==> src/rtl/core/vftp_pkg.sv <==
package vftp_pkg;

   // input item codes
   localparam logic [1:0] KIND_TICK   = 2'd0;
   localparam logic [1:0] KIND_SPEED  = 2'd1;
   localparam logic [1:0] KIND_ENABLE = 2'd2;

   // register indexes
   localparam logic [1:0] REG_MIN_FREQ = 2'd0;
   localparam logic [1:0] REG_MAX_FREQ = 2'd1;
   localparam logic [1:0] REG_DUAL     = 2'd2;

   localparam logic [7:0] MIN_FREQ_RESET = 8'd20;
   localparam logic [7:0] MAX_FREQ_RESET = 8'd100;

   localparam logic [6:0]  DUTY_MAX    = 7'd100;
   localparam logic [6:0]  DUTY_KNEE   = 7'd10;
   localparam logic [7:0]  DUTY_SPAN   = 8'd90;
   localparam logic [14:0] PERIOD_US   = 15'd10000;
   localparam logic [13:0] ELAPSED_MAX = 14'd16383;

   // serial engine step counts, loaded as count minus one
   localparam logic [3:0] MUL_LAST = 4'd6;
   localparam logic [3:0] DIV_LAST = 4'd14;

   typedef struct packed {
      logic [1:0]        kind;
      logic signed [7:0] speed;
      logic              enable;
   } req_type;

   typedef struct packed {
      logic forward_out;
      logic reverse_out;
      logic enabled;
   } rsp_type;

endpackage

==> src/rtl/core/variable_frequency_track_pwm.sv <==
// Variable-frequency PWM drive for model railway track power.
//
// Channels: req_* carries one item per transfer (kind, speed, enable); rsp_*
// returns exactly one result per item with the forward/reverse levels and the
// enable state as they stand after that item. csr_* writes min_frequency (0),
// max_frequency (1) and dual_output_mode (2); other indexes are dropped.
// csr_ready is always high; write only while the block is idle.
//
// Timing: a tick or set-enable item's result is in the output register on
// the cycle after it is accepted. A set-speed item posts its result at once,
// then runs a bit-serial engine: a shift-add multiply, a restoring divide by
// 90 and a divide of 10000 by the frequency (the first two are skipped when
// the duty is 10 or less); req_ready stays low while the engine runs.
// The single result register decouples the sides: a new item is accepted in
// the same cycle the held result is taken. If rsp_ready stays low, the
// result holds and req_ready drops until it leaves.
//
// Reset (synchronous, active high): all drive state is zero, registers return
// to min 20, max 100, single-pin mode, and no result is pending.
module variable_frequency_track_pwm
   import vftp_pkg::*;
(
   input  logic       clock,
   input  logic       reset,
   input  logic       req_valid,
   output logic       req_ready,
   input  req_type    req_data,
   output logic       rsp_valid,
   input  logic       rsp_ready,
   output rsp_type    rsp_data,
   input  logic       csr_valid,
   output logic       csr_ready,
   input  logic [1:0] csr_index,
   input  logic [7:0] csr_wdata
);

   // sequencer states
   localparam logic [1:0] S_IDLE = 2'd0;
   localparam logic [1:0] S_MUL  = 2'd1;
   localparam logic [1:0] S_DIV  = 2'd2;

   // configuration
   logic [7:0]  min_freq_ff, min_freq_in;
   logic [7:0]  max_freq_ff, max_freq_in;
   logic        dual_ff, dual_in;

   // drive state
   logic [6:0]  step_ff, step_in;
   logic [6:0]  active_duty_ff, active_duty_in;
   logic [13:0] active_interval_ff, active_interval_in;
   logic [6:0]  pending_duty_ff, pending_duty_in;
   logic [13:0] pending_interval_ff, pending_interval_in;
   logic [7:0]  speed_held_ff, speed_held_in;
   logic [13:0] elapsed_ff, elapsed_in;
   logic        fwd_ff, fwd_in;
   logic        rev_ff, rev_in;
   logic        en_ff, en_in;

   // serial arithmetic engine
   logic [1:0]  state_ff, state_in;
   logic        div_phase_ff, div_phase_in;   // 0: divide by 90, 1: 10000 / f
   logic        neg_ff, neg_in;               // max below min
   logic [3:0]  cnt_ff, cnt_in;
   logic [7:0]  rem_ff, rem_in;
   logic [14:0] quo_ff, quo_in;               // also the multiply accumulator
   logic [7:0]  divisor_ff, divisor_in;       // multiplicand during multiply
   logic [6:0]  mplier_ff, mplier_in;

   // result register
   logic        rsp_valid_ff, rsp_valid_in;
   rsp_type     rsp_data_ff, rsp_data_in;

   logic        req_take;
   logic [7:0]  mag;
   logic [6:0]  duty;
   logic [9:0]  trial;
   logic        trial_neg;
   logic [7:0]  freq_sum;
   logic [7:0]  freq;
   logic [13:0] elapsed_inc;
   logic        pwm_fire;

   assign req_ready = (state_ff == S_IDLE) && (!rsp_valid_ff || rsp_ready);
   assign req_take  = req_valid && req_ready;
   assign csr_ready = 1'b1;
   assign rsp_valid = rsp_valid_ff;
   assign rsp_data  = rsp_data_ff;

   // magnitude of the command, -128 maps to zero, clamped to 100
   always_comb begin
      if (req_data.speed == -8'sd128) begin
         mag = 8'd0;
      end else if (req_data.speed[7]) begin
         mag = 8'(-req_data.speed);
      end else begin
         mag = 8'(req_data.speed);
      end
      duty = (mag > {1'b0, DUTY_MAX}) ? DUTY_MAX : mag[6:0];
   end

   // one restoring divide step
   assign trial     = {1'b0, rem_ff, quo_ff[14]} - {2'b00, divisor_ff};
   assign trial_neg = trial[9];

   // frequency from the quotient including the bit this step produces
   assign freq_sum = neg_ff ? (min_freq_ff - {quo_ff[6:0], !trial_neg})
                            : (min_freq_ff + {quo_ff[6:0], !trial_neg});

   assign elapsed_inc = (elapsed_ff == ELAPSED_MAX) ? elapsed_ff : elapsed_ff + 14'd1;

   always_comb begin
      min_freq_in         = min_freq_ff;
      max_freq_in         = max_freq_ff;
      dual_in             = dual_ff;
      step_in             = step_ff;
      active_duty_in      = active_duty_ff;
      active_interval_in  = active_interval_ff;
      pending_duty_in     = pending_duty_ff;
      pending_interval_in = pending_interval_ff;
      speed_held_in       = speed_held_ff;
      elapsed_in          = elapsed_ff;
      fwd_in              = fwd_ff;
      rev_in              = rev_ff;
      en_in               = en_ff;
      state_in            = state_ff;
      div_phase_in        = div_phase_ff;
      neg_in              = neg_ff;
      cnt_in              = cnt_ff;
      rem_in              = rem_ff;
      quo_in              = quo_ff;
      divisor_in          = divisor_ff;
      mplier_in           = mplier_ff;
      rsp_valid_in        = rsp_valid_ff && !rsp_ready;
      rsp_data_in         = rsp_data_ff;
      pwm_fire            = 1'b0;
      freq                = 8'd0;

      if (csr_valid) begin
         case (csr_index)
            REG_MIN_FREQ: min_freq_in = csr_wdata;
            REG_MAX_FREQ: max_freq_in = csr_wdata;
            REG_DUAL:     dual_in     = csr_wdata[0];
            default:      ;
         endcase
      end

      case (state_ff)
         S_IDLE: ;
         S_MUL: begin
            // MSB-first shift-add: (duty - 10) * |max - min|
            quo_in    = {quo_ff[13:0], 1'b0} + (mplier_ff[6] ? {7'd0, divisor_ff} : 15'd0);
            mplier_in = {mplier_ff[5:0], 1'b0};
            cnt_in    = cnt_ff - 4'd1;
            if (cnt_ff == 4'd0) begin
               state_in     = S_DIV;
               div_phase_in = 1'b0;
               divisor_in   = DUTY_SPAN;
               rem_in       = 8'd0;
               cnt_in       = DIV_LAST;
            end
         end
         S_DIV: begin
            rem_in = trial_neg ? {rem_ff[6:0], quo_ff[14]} : trial[7:0];
            quo_in = {quo_ff[13:0], !trial_neg};
            cnt_in = cnt_ff - 4'd1;
            if (cnt_ff == 4'd0) begin
               if (!div_phase_ff) begin
                  // quotient is final in quo_in; map it to the frequency now
                  state_in     = S_DIV;
                  div_phase_in = 1'b1;
                  cnt_in       = DIV_LAST;
                  rem_in       = 8'd0;
                  freq         = neg_ff ? (min_freq_ff - quo_in[7:0])
                                        : (min_freq_ff + quo_in[7:0]);
                  divisor_in   = (freq == 8'd0) ? 8'd1 : freq;
                  quo_in       = PERIOD_US;
               end else begin
                  pending_interval_in = quo_in[13:0];
                  state_in            = S_IDLE;
               end
            end
         end
         default: state_in = S_IDLE;
      endcase

      if (req_take) begin
         case (req_data.kind)
            KIND_TICK: begin
               elapsed_in = elapsed_inc;
               if (elapsed_inc >= active_interval_ff) begin
                  elapsed_in = 14'd0;
                  pwm_fire   = (step_ff == 7'd0) && (pending_duty_ff != 7'd0);
                  if (pwm_fire) begin
                     if (en_ff) begin
                        if (speed_held_ff != 8'd0 && !speed_held_ff[7]) begin
                           fwd_in = 1'b1;
                        end else if (speed_held_ff[7] && dual_ff) begin
                           rev_in = 1'b1;
                        end
                     end
                     active_duty_in     = pending_duty_ff;
                     active_interval_in = pending_interval_ff;
                  end
                  if (step_ff == active_duty_in) begin
                     fwd_in = 1'b0;
                     if (dual_ff) begin
                        rev_in = 1'b0;
                     end
                  end
                  step_in = (step_ff >= DUTY_MAX) ? 7'd0 : step_ff + 7'd1;
               end
            end
            KIND_SPEED: begin
               speed_held_in   = req_data.speed;
               pending_duty_in = duty;
               neg_in          = max_freq_ff < min_freq_ff;
               if (duty <= DUTY_KNEE) begin
                  // frequency is min_frequency; go straight to 10000 / f
                  state_in     = S_DIV;
                  div_phase_in = 1'b1;
                  cnt_in       = DIV_LAST;
                  rem_in       = 8'd0;
                  quo_in       = PERIOD_US;
                  divisor_in   = (min_freq_ff == 8'd0) ? 8'd1 : min_freq_ff;
               end else begin
                  state_in   = S_MUL;
                  cnt_in     = MUL_LAST;
                  quo_in     = 15'd0;
                  mplier_in  = duty - DUTY_KNEE;
                  divisor_in = (max_freq_ff < min_freq_ff) ? (min_freq_ff - max_freq_ff)
                                                           : (max_freq_ff - min_freq_ff);
               end
            end
            KIND_ENABLE: begin
               en_in = req_data.enable;
               if (req_data.enable) begin
                  step_in = 7'd0;
               end else begin
                  fwd_in = 1'b0;
                  if (dual_ff) begin
                     rev_in = 1'b0;
                  end
               end
            end
            default: ;
         endcase
         rsp_valid_in            = 1'b1;
         rsp_data_in.forward_out = fwd_in;
         rsp_data_in.reverse_out = rev_in;
         rsp_data_in.enabled     = en_in;
      end
   end

   always_ff @(posedge clock) begin
      if (reset) begin
         min_freq_ff         <= MIN_FREQ_RESET;
         max_freq_ff         <= MAX_FREQ_RESET;
         dual_ff             <= 1'b0;
         step_ff             <= 7'd0;
         active_duty_ff      <= 7'd0;
         active_interval_ff  <= 14'd0;
         pending_duty_ff     <= 7'd0;
         pending_interval_ff <= 14'd0;
         speed_held_ff       <= 8'd0;
         elapsed_ff          <= 14'd0;
         fwd_ff              <= 1'b0;
         rev_ff              <= 1'b0;
         en_ff               <= 1'b0;
         state_ff            <= S_IDLE;
         rsp_valid_ff        <= 1'b0;
      end else begin
         min_freq_ff         <= min_freq_in;
         max_freq_ff         <= max_freq_in;
         dual_ff             <= dual_in;
         step_ff             <= step_in;
         active_duty_ff      <= active_duty_in;
         active_interval_ff  <= active_interval_in;
         pending_duty_ff     <= pending_duty_in;
         pending_interval_ff <= pending_interval_in;
         speed_held_ff       <= speed_held_in;
         elapsed_ff          <= elapsed_in;
         fwd_ff              <= fwd_in;
         rev_ff              <= rev_in;
         en_ff               <= en_in;
         state_ff            <= state_in;
         rsp_valid_ff        <= rsp_valid_in;
      end
   end

   // datapath, no reset needed
   always_ff @(posedge clock) begin
      div_phase_ff <= div_phase_in;
      neg_ff       <= neg_in;
      cnt_ff       <= cnt_in;
      rem_ff       <= rem_in;
      quo_ff       <= quo_in;
      divisor_ff   <= divisor_in;
      mplier_ff    <= mplier_in;
      rsp_data_ff  <= rsp_data_in;
   end

   // freq_sum mirrors the end-of-divide frequency; check they agree
   ap_freq_match: assert property (@(posedge clock) disable iff (reset)
      (state_ff == S_DIV && div_phase_ff && cnt_ff == DIV_LAST && $past(state_ff) == S_DIV)
      |-> (divisor_ff == (($past(freq_sum[7:0]) == 8'd0) ? 8'd1 : $past(freq_sum[7:0]))))
      else $error("frequency handoff mismatch");

   ap_busy_blocks: assert property (@(posedge clock) disable iff (reset)
      (state_ff != S_IDLE) |-> !req_ready)
      else $error("item accepted while engine busy");

   ap_step_range: assert property (@(posedge clock) disable iff (reset)
      (step_ff <= DUTY_MAX) && (active_duty_ff <= DUTY_MAX) && (pending_duty_ff <= DUTY_MAX))
      else $error("step or duty out of range");

   ap_interval_set: assert property (@(posedge clock) disable iff (reset)
      (state_ff == S_DIV && div_phase_ff && cnt_ff == 4'd0) |=> (pending_interval_ff != 14'd0))
      else $error("zero interval computed");

endmodule
==> config.mk <==
export PLATFORM = sky130hd
export DESIGN_NAME = variable_frequency_track_pwm
export DESIGN_NICKNAME = d
export VERILOG_FILES = /design/src/rtl/core/vftp_pkg.sv /design/src/rtl/core/variable_frequency_track_pwm.sv
export SDC_FILE = /design/constraint.sdc
export NUM_CORES = 1
export LEC_CHECK = 0
export ABC_AREA = 1
export ABC_CLOCK_PERIOD_IN_PS = 4500
export BUFFER_PORTS_ARGS = -buffer_cell sky130_fd_sc_hd__clkbuf_2
export CAP_MARGIN = 40
export CORE_AREA = 2 2 139 141
export CTS_CLUSTER_SIZE = 25
export DETAILED_ROUTE_END_ITERATION = 8
export DIE_AREA = 0 0 141 143
export PLACE_DENSITY = 0.71
export SYNTH_ARGS = -nofsm -noshare
export SYNTH_HDL_FRONTEND = slang
export SYNTH_SLANG_ARGS = --single-unit
==> constraint.sdc <==
create_clock -name clock -period 4.5 [get_ports clock]
set_input_delay 1.125 -clock clock [delete_from_list [all_inputs] [get_ports clock]]
set_output_delay 1.125 -clock clock [all_outputs]
set_load 0.005 [all_outputs]
* Word-level counts from Yosys, hierarchy flattened *
Index checks and enable logic that the tools add are counted.

word-level totals
  register bits after elaboration = 141
  logic and storage cells = 164
  input port bits = 26

operators by class
  $lt $le $gt $ge = 5
  reduce and logical (&&, ||, !) cells = 30
  muxes and demuxes = 82
  $add $sub $neg = 11
  equal/unequal tests = 11

operators with widths
  cell                                                                  count
  8-bit 2-to-1 mux                                                      20
  7-bit 2-to-1 mux                                                      12
  15-bit 2-to-1 mux                                                     4
  14-bit 2-to-1 mux                                                     3
  8-bit one-hot mux with 2 select lines                                 2
  15-bit one-hot mux with 2 select lines                                1
  4-bit 2-to-1 mux                                                      6
  8-bit subtractor                                                      3
  1-bit 2-to-1 mux                                                      22
  8-bit logical NOT                                                     2
  15-bit by 8-bit adder with 15-bit output                              1
  14-bit by 1-bit adder with 14-bit output, second input constant       1
  14-bit == test, second input constant                                 1
  14-bit greater-or-equal comparator                                    1
  7-bit one-hot mux with 2 select lines                                 1
  2-bit 2-to-1 mux                                                      6
  2-bit AND reduction                                                   5
  9-bit by 8-bit subtractor with 10-bit output                          1
  8-bit adder                                                           1
  8-bit == test, second input constant                                  1
  8-bit by 7-bit > comparator with 1-bit output, second input constant  1
  8-bit less-than comparator                                            1
  8-bit negation                                                        1
  4-bit one-hot mux with 2 select lines                                 1
  other kinds (22)                                                      41

* Depth between registers and ports, before layout *
Gate-level depths: netlist of run 1.

  word-level depth = 11
  mapped depth = 33

* Worst setup path before layout of run 1 *
OpenSTA, ideal clock, no wires.

  kind = flip-flop to flip-flop
  start point = reg divisor_ff[2]
  end point = reg divisor_ff[0]
  arrival time = 3.229 ns
  clock period less this slack = 3.349 ns
  cell stages (with the launch flop) = 31
  path buffers = 0
  library setup time = 0.120 ns
  setup slack = 1.151 ns
  cell sequence = dfxtp_1 inv_1 ha_1 a21oi_1 nand2_1 nand2_1 nand2_1 nand2_1 nand2_1 inv_1 ha_1 inv_1 nor2_1 nand3_1 nand2_1 xor2_1 inv_1 ha_1 a21oi_1 a21boi_0 nand3_1 nand2_1 inv_1 nand2_1 nand2_1 nand2_1 nand2_1 nand2_1 nand2_1 nand2_1 nand3_1

between the ends
  word-level cells in the longest chain between the ends = 11
  elaborated cells between the ends (all ways) = 12

ends and longest elaborated chain
  what                                                    line                                                                      text
  start: declaration                                      variable_frequency_track_pwm.sv:66                                        logic [7:0] divisor_ff, divisor_in;
  start signal: assignment                                variable_frequency_track_pwm.sv:297                                       divisor_ff <= divisor_in;
  9-bit by 8-bit subtractor with 10-bit output *          variable_frequency_track_pwm.sv:102                                       assign trial = {1'b0, rem_ff, quo_ff[14]} - {2'b00, divisor_ff};
  1-bit logical NOT *                                     variable_frequency_track_pwm.sv:164                                       quo_in = {quo_ff[13:0], !trial_neg};
  8-bit adder / 8-bit subtractor (equally long branches)  variable_frequency_track_pwm.sv:174, variable_frequency_track_pwm.sv:173
  8-bit 2-to-1 mux *                                      variable_frequency_track_pwm.sv:173                                       freq = neg_ff ? (min_freq_ff - quo_in[7:0])
  8-bit logical NOT                                       variable_frequency_track_pwm.sv:175                                       divisor_in = (freq == 8'd0) ? 8'd1 : freq;
  8-bit 2-to-1 mux *                                      variable_frequency_track_pwm.sv:175
  8-bit 2-to-1 mux *                                      variable_frequency_track_pwm.sv:167                                       if (!div_phase_ff) begin
  8-bit 2-to-1 mux *                                      variable_frequency_track_pwm.sv:166                                       if (cnt_ff == 4'd0) begin
  8-bit one-hot mux with 2 select lines *                 variable_frequency_track_pwm.sv:147                                       case (state_ff)
  8-bit 2-to-1 mux                                        variable_frequency_track_pwm.sv:187                                       case (req_data.kind)
  8-bit 2-to-1 mux *                                      variable_frequency_track_pwm.sv:186                                       if (req_take) begin
  named net divisor_in[0]                                 variable_frequency_track_pwm.sv:66

Mark *: on every way through the listed nets, which the timed path passes. The rest lies on a longest branch.
A chain may end at the register's enable or synchronous reset.

* Final worst setup path of run 1 *
  start point = reg elapsed_ff[0]
  end point = reg step_ff[5]

between the ends
  word-level cells in the longest chain between the ends = 5
  elaborated cells between the ends (all ways) = 6

ends and longest elaborated chain
  what                                                                               line                                 text
  start: declaration                                                                 variable_frequency_track_pwm.sv:54   logic [13:0] elapsed_ff, elapsed_in;
  start signal: assignment                                                           variable_frequency_track_pwm.sv:281  elapsed_ff <= elapsed_in;
  14-bit by 1-bit adder with 14-bit output / 14-bit == test (equally long branches)  variable_frequency_track_pwm.sv:109  assign elapsed_inc = (elapsed_ff == ELAPSED_MAX) ? elapsed_ff : elapsed_ff + 14'd1;
  14-bit 2-to-1 mux *                                                                variable_frequency_track_pwm.sv:109
  14-bit greater-or-equal comparator *                                               variable_frequency_track_pwm.sv:190  if (elapsed_inc >= active_interval_ff) begin
  2-bit != test (no source line) *                                                   --
  4-bit AND reduction (no source line) *                                             --
  end signal: assignment                                                             variable_frequency_track_pwm.sv:275  step_ff <= step_in;
  end: declaration                                                                   variable_frequency_track_pwm.sv:48   logic [6:0] step_ff, step_in;

Mark *: on every way between the ends. The rest lies on a longest branch, timed or not.

==> impl_metrics.csv, run 1 <==
group,metric,value,unit
outcome,outcome,"complete, no violations",
worst_setup_path,timing.rr.start,"elapsed_ff[0]$_SDFFE_PP0P_",
sta,worst_slew_pin_slew,0.759,ns
global_routing,antenna_found_initial,0,
sta,fin_ws,0.645,ns
worst_setup_path,startpoint_type,"flip-flop",
floorplanning,die_w,141,um
synthesis,synthTopCellsByArea,"dfxtp_1 30%, nand2_1 10%, ha_1 8.4%",
route,drc,0,
layout,layout_common_cells,"251 x nand2_1, 202 x inv_1, 137 x dfxtp_1, 126 x o21ai_0, 118 x a21oi_1",
worst_setup_path,crit_arrival,4.17,ns
clock_tree,htree_levels,4,
floorplanning,num_rows,50,
run,maxCapViolCount,0,
clock_tree,cts_resized,0,
worst_setup_path,crit_start,"elapsed_ff[0]$_SDFFE_PP0P_",
sta,rsz0062_at_grt,"false",
global_routing,grt_use_total,0.225,
pwr,finalPower,5.19,mW
floorplanning,core_area,0.0186,sq mm
global_routing,grt_pass1_wl,37500,um
worst_setup_path,end_kind,"flip-flop",
layout,layout.cells.non_filler,1610,
sta,maxSlewViolCount,0,
clock_tree,cts.sinks,141,
layout,utilization,0.548,
route,totalWireLength,22100,um
sta,setup_tns,0,ns
route,avgViaCountPerCell,5.34,
placed_design,port_buffers,30,
worst_setup_path,crit_type,"reg2reg",
worst_setup_path,worstSetupEndpoint,"step_ff[5]$_SDFFE_PP0P_",
route,drtIter0Drc,620,
floorplanning,dieArea,0.0202,sq mm
worst_setup_path,r2r_setup_slack,0.64,ns
synthesis,syn-num-nets,1443,
sta,fin_crit,3.86,ns
pwr,powerDensity,510,mW/mm^2
synthesis,synth-seq-area-share,0.310,
route,wire_per_inst,13.7,um
clock_tree,ctsHoldBuffers,0,
placed_design,gp_congestion,0.917,
worst_setup_path,rr_endpoint,"step_ff[5]$_SDFFE_PP0P_",
synthesis,yosysUniqueCellTypes,53,
placed_design,dp_slack,0.727,ns
global_routing,grt_start_max_net_pins,58,
synthesis,syn_inst,1350,
sta,hold_viol,0,
floorplanning,die_y,143,um
pwr,power_leakage,4.71,nW
route,first_pass_iters,5,
synthesis,synth.avg_cell_area,6.83,sq um
worst_setup_path,worstPathMaxFanout,10,
route,postRouteAntennaNets,0,
sta,maxSlewHeadroom,0.490,
layout,layout_commonest_cell,"nand2_1",
placed_design,dp.cells,1579,
clock_tree,cts_root_buf,"clkbuf_16",
route,vias,8605,
floorplanning,start_util,0.496,
worst_setup_path,reg2regPathDepth,21,
synthesis,synth_warnings,0,
sta,clock-skew-final,0.00582,ns
worst_setup_path,crit_slowest_cell,"o21ai_1",
worst_setup_path,critPathTopFamily,"simple AND/OR/NAND/NOR gates",
worst_setup_path,path_cells,"ha_1 > nand2_1 > nor2_1 > nand3_1 > nor3_1 > nand2_1 > nor2_1 > o21ai_0 > ha_1 > nand2_1 > nor2_1 > nor3b_1 > nand2_1 > nand2_1 > nor2_1 > nand2_1 > nand2_2 > o21ai_1 > inv_1 > nand2_1 > a21oi_1",
sta,timing.hold.ws,0.438,ns
clock_tree,numCtsBuffers,17,
layout,diodes,0,
synthesis,synth_top_area_frac,0.297,
synthesis,yosys.area.top_type,"dfxtp_1",
worst_setup_path,max_stage_delay,0.46,ns
clock_tree,clk_pin_slew,0.06,ns
placed_design,placedInstanceArea,0.00958,sq mm
clock_tree,clk_latency,0.42,ns
placed_design,hpwl,16600,um
layout,nets,1457,
synthesis,synth-seq-cells,141,
layout,area_growth,10.4,%
clock_tree,cts_tree,"yes",
pwr,ir_drop,0.313,mV
sta,fin_crit_sh,0.857,
worst_setup_path,cp.buffers_inverters,1,
global_routing,grt_pass1_vias,7859,
global_routing,grt-ovfl-total,0,
synthesis,synth_area,0.00922,sq mm
sta,finalSetupViolations,0,
layout,drive_above_1_share,0.0792,
worst_setup_path,cp.depth,21,
worst_hold_path,holdCritPathClass,"reg2reg",
worst_setup_path,crit_required,4.81,ns
clock_tree,clockBufferDepth,2,
layout,final_area,0.0102,sq mm
floorplanning,ios,32,
sta,fmax,259,MHz
clock_tree,cts_setup_buffers,0,
worst_setup_path,crit_top_cell,"nand2_1",
==> registers in the layout (all words and copies together) (netlist names), 2 cells and up <==
| register | count |
|---|---|
| active_duty_ff | 7 |
| active_interval_ff | 14 |
| cnt_ff | 4 |
| divisor_ff | 8 |
| elapsed_ff | 14 |
| max_freq_ff | 8 |
| min_freq_ff | 8 |
| mplier_ff | 7 |
| pending_duty_ff | 7 |
| pending_interval_ff | 14 |
| quo_ff | 15 |
| rem_ff | 8 |
| rsp_data | 3 |
| speed_held_ff | 8 |
| state_ff | 2 |
| step_ff | 7 |
==> synthesized netlist by cell type (all sizes together) <==
library cell,n
a31oi,10
nor2,109
a21oi,119
dfxtp,137
nand3,86
inv,209
o21ai,137
a21o,4
a21boi,1
xnor2,10
clkbuf,34
xor2,29
o41ai,1
o22ai,5
o311ai,1
o2111ai,1
nor4,2
a211oi,3
a31o,1
nor3b,6
nor3,24
ha,62
o21bai,4
fa,5
buf,12
o221a,1
conb,1
o221ai,6
edfxtp,4
a221oi,3
o211ai,17
a22oi,14
o31ai,3
nand2,260
nand4,25
or2,4
==> logic make-up after synthesis <==
family,after synthesis,synth area share
and+or+nand+nor,516,0.246
other,1,0.000407
xor gates and xnor gates,39,0.0370
buffers and inverters,255,0.107
DFF,141,0.310
adders and majority gates,67,0.0950
AOI/OAI and AO/OA,331,0.204
==> layer usage <==
metal	track usage	part of all wire	vias up
met5	0	0	-
li1	-	-	4513
met3	0.0355	0.044	30
met2	0.382	0.47	190
met1	0.298	0.47	3872
met4	0.0637	0.016	0
==> how the worst min path moves through the flow <==
stage                     cells after the start                                   end  slack [ns]                            startpoint
final                                         2   pending_interval_ff[7]$_SDFFE_PP0P_        0.44   pending_interval_ff[7]$_SDFFE_PP0P_
after global routing                          2  pending_interval_ff[13]$_SDFFE_PP0P_        0.47  pending_interval_ff[13]$_SDFFE_PP0P_
after CTS                                     2   pending_interval_ff[7]$_SDFFE_PP0P_        0.44   pending_interval_ff[7]$_SDFFE_PP0P_
after detailed placement                      2   pending_interval_ff[7]$_SDFFE_PP0P_        0.43   pending_interval_ff[7]$_SDFFE_PP0P_
after global placement                        2   pending_interval_ff[7]$_SDFFE_PP0P_        0.43   pending_interval_ff[7]$_SDFFE_PP0P_
after floorplan                               2  pending_interval_ff[12]$_SDFFE_PP0P_        0.42  pending_interval_ff[12]$_SDFFE_PP0P_
==> layout make-up <==
class	instances	area (sq um)
Fill cell	1763	8400
Multi-Input combinational cell	954	5380
Sequential cell	141	2860
Inverter	209	785
Clock buffer	23	489
Tap cell	234	293
Timing Repair Buffer	41	260
Clock inverter	8	105
==> report_power, final <==
| group | internal, mW | switching (mW) | total, mW |
|---|---|---|---|
| logic | 0.775 | 1.36 | 2.13 |
| registers | 1.45 | 0.186 | 1.64 |
| clock network | 0.879 | 0.540 | 1.42 |
| total | 3.10 | 2.08 | 5.19 |
==> worst register-to-register path: cells and delay by family, from the launching register on <==
| kind | cells | cell delay, ns |
|---|---|---|
| adder cells (fa/ha/maj) | 2 | 0.57 |
| flip-flops | 1 | 0.41 |
| AND/OR/NAND/NOR | 15 | 2.02 |
| buffers and inverters | 1 | 0.08 |
| AO/OA/AOI/OAI | 3 | 0.67 |
Note: power is estimated with default switching activity, not from simulation.
==> run 2, diff against run 1 <==
--- a/config.mk
+++ b/config.mk
@@ -5,15 +5,16 @@
 export SDC_FILE = /design/constraint.sdc
 export NUM_CORES = 1
 export LEC_CHECK = 0
-export ABC_AREA = 1
 export ABC_CLOCK_PERIOD_IN_PS = 4500
 export BUFFER_PORTS_ARGS = -buffer_cell sky130_fd_sc_hd__clkbuf_2
 export CAP_MARGIN = 40
-export CORE_AREA = 2 2 139 141
+export CORE_AREA = 2 2 138 140
+export CTS_BUF_LIST = sky130_fd_sc_hd__clkbuf_16
 export CTS_CLUSTER_SIZE = 25
 export DETAILED_ROUTE_END_ITERATION = 8
-export DIE_AREA = 0 0 141 143
+export DIE_AREA = 0 0 140 142
 export PLACE_DENSITY = 0.71
+export RECOVER_POWER = 25
 export SYNTH_ARGS = -nofsm -noshare
 export SYNTH_HDL_FRONTEND = slang
 export SYNTH_SLANG_ARGS = --single-unit
==> impl_metrics.csv, run 2 <==
group,metric,value,unit
sta,clock-skew-final,0.00936,ns
synthesis,yosys-top-cells-count,"137 x dfxtp_1, 129 x nor2_1, 73 x inv_1, 70 x a21oi_1, 69 x nand2_1",
floorplanning,ios,32,
sta,fin_crit,4.13,ns
layout,nets,1207,
synthesis,syn-num-nets,1197,
global_routing,antenna_found_initial,0,
global_routing,grt-ovfl-total,0,
layout,layout.cells.non_filler,1361,
route,postRouteAntennaNets,0,
clock_tree,numCtsBuffers,17,
placed_design,hpwl,15100,um
route,avgViaCountPerCell,5.71,
floorplanning,die_y,142,um
global_routing,grt_start_max_net_pins,58,
floorplanning,num_rows,50,
synthesis,synth_top_area_frac,0.302,
sta,worst_slew_pin_slew,2.09,ns
worst_setup_path,path_cells,"ha_1 > nand2_1 > or4_4 > o2111ai_1 > nor2_1 > xor2_1 > ha_1 > a211oi_1 > o21ai_0 > a21oi_1 > and2_1 > buf_4 > nand2_1 > or3_1 > a21oi_1",
worst_setup_path,max_stage_delay,0.54,ns
pwr,power_leakage,4.03,nW
worst_setup_path,worstPathMaxFanout,8,
layout,top_register,"quo_ff",
clock_tree,ctsHoldBuffers,0,
worst_hold_path,holdCritPathClass,"reg2reg",
route,drc,0,
floorplanning,start_util,0.492,
pwr,powerDensity,495,mW/mm^2
floorplanning,dieArea,0.0199,sq mm
sta,fmax,242,MHz
synthesis,synth-seq-cells,141,
clock_tree,htree_levels,4,
floorplanning,die_w,140,um
layout,layout_commonest_cell,"dfxtp_1",
synthesis,yosys.area.top_type,"dfxtp_1",
synthesis,yosysMostFrequentCell,"dfxtp_1",
clock_tree,clk_pin_slew,0.07,ns
placed_design,gp_congestion,0.864,
sta,rsz0062_at_grt,"false",
worst_setup_path,crit_type,"reg2reg",
sta,maxSlewViolCount,85,
route,drtIter0Drc,544,
placed_design,port_buffers,30,
outcome,violations,"max-capacitance violations, max-slew violations",
worst_setup_path,cp.buffers_inverters,1,
layout,largest_register_ffs,15,
global_routing,grt_use_total,0.216,
placed_design,dp.cells,1329,
synthesis,synth_warnings,0,
worst_setup_path,end_kind,"flip-flop",
clock_tree,cts_setup_buffers,0,
route,totalWireLength,20700,um
clock_tree,clk_latency,0.42,ns
worst_setup_path,crit_required,4.83,ns
worst_setup_path,crit_slowest_cell,"or4_4",
worst_setup_path,startpoint_type,"flip-flop",
worst_setup_path,crit_arrival,4.46,ns
clock_tree,cts.sinks,141,
synthesis,yosysUniqueCellTypes,82,
sta,fin_crit_sh,0.918,
layout,diodes,0,
synthesis,async_flop_share,0,
global_routing,grt_pass1_wl,35600,um
run,maxCapViolCount,2,
clock_tree,clockBufferDepth,2,
floorplanning,core_area,0.0185,sq mm
synthesis,synth_area,0.00908,sq mm
route,vias,7774,
synthesis,synthTopCellsByArea,"dfxtp_1 30%, ha_1 8.5%, mux2i_1 5.5%",
outcome,outcome,"complete, but fails checks",
worst_setup_path,critPathTopFamily,"simple AND/OR/NAND/NOR gates",
global_routing,grt_pass1_vias,7528,
layout,drive_above_1_share,0.0958,
clock_tree,cts_resized,0,
synthesis,synth-edff-count,4,
synthesis,synth-seq-area-share,0.315,
sta,finalSetupViolations,0,
clock_tree,cts_root_buf,"clkbuf_16",
layout,num-fill-cells,1715,
layout,layout_common_cells,"137 x dfxtp_1, 128 x nor2_1, 73 x inv_1, 70 x a21oi_1, 69 x nand2_1",
sta,maxSlewHeadroom,-0.391,
sta,setup_tns,0,ns
synthesis,ys.flop_type,"dfxtp_1",
synthesis,synth.avg_cell_area,8.23,sq um
route,wire_per_inst,15.2,um
route,first_pass_iters,5,
sta,hold_viol,0,
clock_tree,cts_tree,"yes",
synthesis,syn_inst,1104,
pwr,ir_drop,0.307,mV
layout,area_growth,10.0,%
==> run 2: layout make-up <==
class	instances	area (sq um)	area share
multi-input combinational	831	5670	0.567
sequential	141	2860	0.286
clock buffer	18	450	0.0451
tap	234	293	0.0293
timing repair buffer	48	290	0.0290
inverter	75	282	0.0282
clock inverter	14	151	0.0151
==> run 2: metrics by stage <==
stage | utilization | setup slack, ns | total power [mW] | instance area [sq um] | hold slack [ns]
6_report | 0.542 | 0.371 | 4.95 | 9990 | 0.456
5_1_grt | 0.542 | 0.0203 | 5.29 | 9990 | 0.488
4_1_cts | 0.542 | 0.401 | 4.95 | 10000 | 0.458
3_5_place_dp | 0.509 | 0.161 | 3.53 | 9400 | 0.449
3_3_place_gp | 0.509 | 0.321 | 3.50 | 9400 | 0.446
2_1_floorplan | - | 0.472 | 3.08 | 9080 | 0.436
==> run 2: final timing paths <==
kind,startpoint,to,slack (ns),cells after the start
setup reg to reg,elapsed_ff[0]$_SDFFE_PP0P_,elapsed_ff[11]$_SDFFE_PP0P_,0.37,15
setup / recovery,elapsed_ff[0]$_SDFFE_PP0P_,elapsed_ff[11]$_SDFFE_PP0P_,0.37,15
hold / removal,speed_held_ff[1]$_SDFFE_PP0P_,speed_held_ff[1]$_SDFFE_PP0P_,0.46,2
hold reg to reg,speed_held_ff[1]$_SDFFE_PP0P_,speed_held_ff[1]$_SDFFE_PP0P_,0.46,2
==> run 2: logic make-up (layout without fill, tap and decap cells) <==
| kind of cell | count (synthesis) | after routing | share of synthesized area |
|---|---|---|---|
| compound gates | 279 | 279 | 0.204 |
| buf+inv | 132 | 155 | 0.0620 |
| simple gates | 365 | 365 | 0.197 |
| other cells | 1 | 1 | 0.000413 |
| fa+ha+maj | 67 | 67 | 0.0964 |
| mux | 61 | 61 | 0.0687 |
| xor+xnor | 58 | 58 | 0.0559 |
| flops | 141 | 141 | 0.315 |
==> run 2: worst min-delay path, stage by stage (launching register included) <==
cell and delay, ns:
dfxtp_1 0.31, nand2_1 0.05, a21oi_1 0.05
==> run 2: power by group <==
part	internal, mW	total, mW	switching [mW]
combinational	0.853	1.89	1.04
clock	0.812	1.40	0.589
sequential	1.43	1.66	0.232
total	3.09	4.95	1.86
==> run 2: routing by layer <==
metal	wire, um	vias to the layer above	global-route usage
met5	0	-	0
met4	301	0	0.0670
met3	770	24	0.0279
met2	9900	168	0.370
met1	9700	3643	0.286
li1	-	3939	-
==> run 3, diff against run 2 <==
--- a/config.mk
+++ b/config.mk
@@ -15,6 +15,7 @@
 export DIE_AREA = 0 0 140 142
 export PLACE_DENSITY = 0.71
 export RECOVER_POWER = 25
+export SKIP_LAST_GASP = 1
 export SYNTH_ARGS = -nofsm -noshare
 export SYNTH_HDL_FRONTEND = slang
 export SYNTH_SLANG_ARGS = --single-unit
==> constraint.sdc (replaced) <==
create_clock -name clock -period 4.5 [get_ports clock]
set_input_delay 1.125 -clock clock [delete_from_list [all_inputs] [get_ports clock]]
set_output_delay 1.125 -clock clock [all_outputs]
set_load 0.02 [all_outputs]
==> impl_metrics.csv, run 3 (same netlist as run 2, synthesis figures left out) <==
group,metric,value,unit
worst_setup_path,end_kind,"flip-flop",
route,avgViaCountPerCell,5.72,
placed_design,port_buffers,30,
layout,multi_input_area,0.00567,sq mm
layout,final_area,0.00999,sq mm
floorplanning,dieArea,0.0199,sq mm
clock_tree,cts.sinks,141,
layout,area_growth,10.0,%
floorplanning,core_area,0.0185,sq mm
outcome,violations,"max-capacitance violations, max-slew violations",
worst_setup_path,worstPathMaxFanout,10,
layout,layout.cells.non_filler,1361,
floorplanning,die_w,140,um
sta,fmax,243,MHz
sta,fin_crit,4.12,ns
layout,utilization,0.541,
layout,regArea,0.00286,sq mm
layout,diodes,0,
placed_design,dp.cells,1329,
route,vias,7791,
route,drtIter0Drc,563,
global_routing,grt_use_total,0.216,
clock_tree,htree_levels,4,
clock_tree,numCtsBuffers,17,
layout,largest_register_ffs,15,
route,totalWireLength,20700,um
clock_tree,clk_latency,0.42,ns
clock_tree,cts_tree,"yes",
sta,clock-skew-final,0.0100,ns
worst_setup_path,crit_arrival,4.45,ns
worst_setup_path,crit_type,"reg2reg",
global_routing,grt_pass1_wl,35600,um
sta,worst_slew_pin_slew,2.09,ns
layout,layout_commonest_cell,"dfxtp_1",
global_routing,grt_pass1_vias,7528,
sta,setup_tns,0,ns
placed_design,hpwl,15100,um
floorplanning,die_y,142,um
pwr,powerDensity,496,mW/mm^2
sta,maxSlewViolCount,85,
sta,rsz0062_at_grt,"false",
global_routing,antenna_found_initial,0,
route,wire_per_inst,15.2,um
worst_setup_path,startpoint_type,"flip-flop",
layout,layout_common_cells,"137 x dfxtp_1, 128 x nor2_1, 73 x inv_1, 70 x a21oi_1, 69 x nand2_1",
clock_tree,clockBufferDepth,2,
clock_tree,ctsHoldBuffers,0,
global_routing,grt-ovfl-total,0,
layout,drive_above_1_share,0.0941,
route,postRouteAntennaNets,0,
route,drc,0,
layout,top_register,"quo_ff",
pwr,ir_drop,0.307,mV
sta,hold_viol,0,
global_routing,grt_start_max_net_pins,58,
worst_hold_path,holdCritPathClass,"reg2reg",
floorplanning,ios,32,
sta,finalSetupViolations,0,
sta,fin_crit_sh,0.915,
outcome,outcome,"complete, but fails checks",
clock_tree,cts_root_buf,"clkbuf_16",
route,first_pass_iters,7,
floorplanning,num_rows,50,
placed_design,placedInstanceArea,0.00940,sq mm
run,maxCapViolCount,2,
layout,nets,1207,
sta,maxSlewHeadroom,-0.394,
pwr,power_leakage,4.02,nW
floorplanning,start_util,0.492,
layout,num-fill-cells,1716,
clock_tree,clk_pin_slew,0.07,ns
pwr,finalPower,4.95,mW
placed_design,gp_congestion,0.864,
worst_setup_path,crit_required,4.83,ns
## run 3: changes by cell type in the layout (fill, tap and decap cells not counted)
cell      before  now
clkbuf_1       4    6
clkbuf_2      27   25
## run 3: what timing repair did
item / CTS / global route
endpoints found under the setup margin: 0 / 5
resized for setup: 0 / 1
setup buffers: 0 / 0
## run 3: final cells by class
| type | instances | share of cell area |
|---|---|---|
| multi-input cells | 831 | 0.567 |
| flip-flops and latches | 141 | 0.287 |
| clock buffers | 18 | 0.0451 |
| well taps | 234 | 0.0293 |
| repair buffers | 48 | 0.0288 |
| inverters | 75 | 0.0282 |
| clock inverters | 14 | 0.0152 |
## run 3: metal layers
metal  vias to the layer above  GRT usage  wire (um)
li1                       3941          -          -
met1                      3653      0.286       9690
met2                       171      0.370       9870
met3                        26     0.0279        783
met4                         0     0.0670        313
met5                         -          0          0
## run 3: where the power goes
part | switching (mW) | internal (mW)
registers | 0.232 | 1.43
clock network | 0.589 | 0.812
logic | 1.04 | 0.852
total | 1.86 | 3.09
## run 3: through the flow
stage	setup WS (ns)	hold WS, ns
after floorplan	0.472	0.436
after global placement	0.321	0.446
after detailed placement	0.161	0.449
after CTS	0.401	0.458
after global routing	0.0203	0.488
final	0.382	0.456
## run 3: final timing paths
kind | startpoint | cells after the start | slack (ns) | to
worst max-delay path | elapsed_ff[0]$_SDFFE_PP0P_ | 16 | 0.38 | elapsed_ff[11]$_SDFFE_PP0P_
worst min register to register | speed_held_ff[1]$_SDFFE_PP0P_ | 2 | 0.46 | speed_held_ff[1]$_SDFFE_PP0P_
worst min-delay path | speed_held_ff[1]$_SDFFE_PP0P_ | 2 | 0.46 | speed_held_ff[1]$_SDFFE_PP0P_
worst max register to register | elapsed_ff[0]$_SDFFE_PP0P_ | 16 | 0.38 | elapsed_ff[11]$_SDFFE_PP0P_
## run 3: worst max-delay path, cell delays in order, from the launching register on
cell     delay, ns
dfxtp_1       0.40
ha_1          0.24
nand2_1       0.09
or4_4         0.54
or2_1         0.38
nand4_1       0.25
nor2_1        0.10
xor2_1        0.16
ha_1          0.30
o21ai_0       0.15
o21ai_0       0.09
a21oi_1       0.32
and2_1        0.22
buf_4         0.17
nand2_1       0.09
or3_1         0.36
a21oi_1       0.15
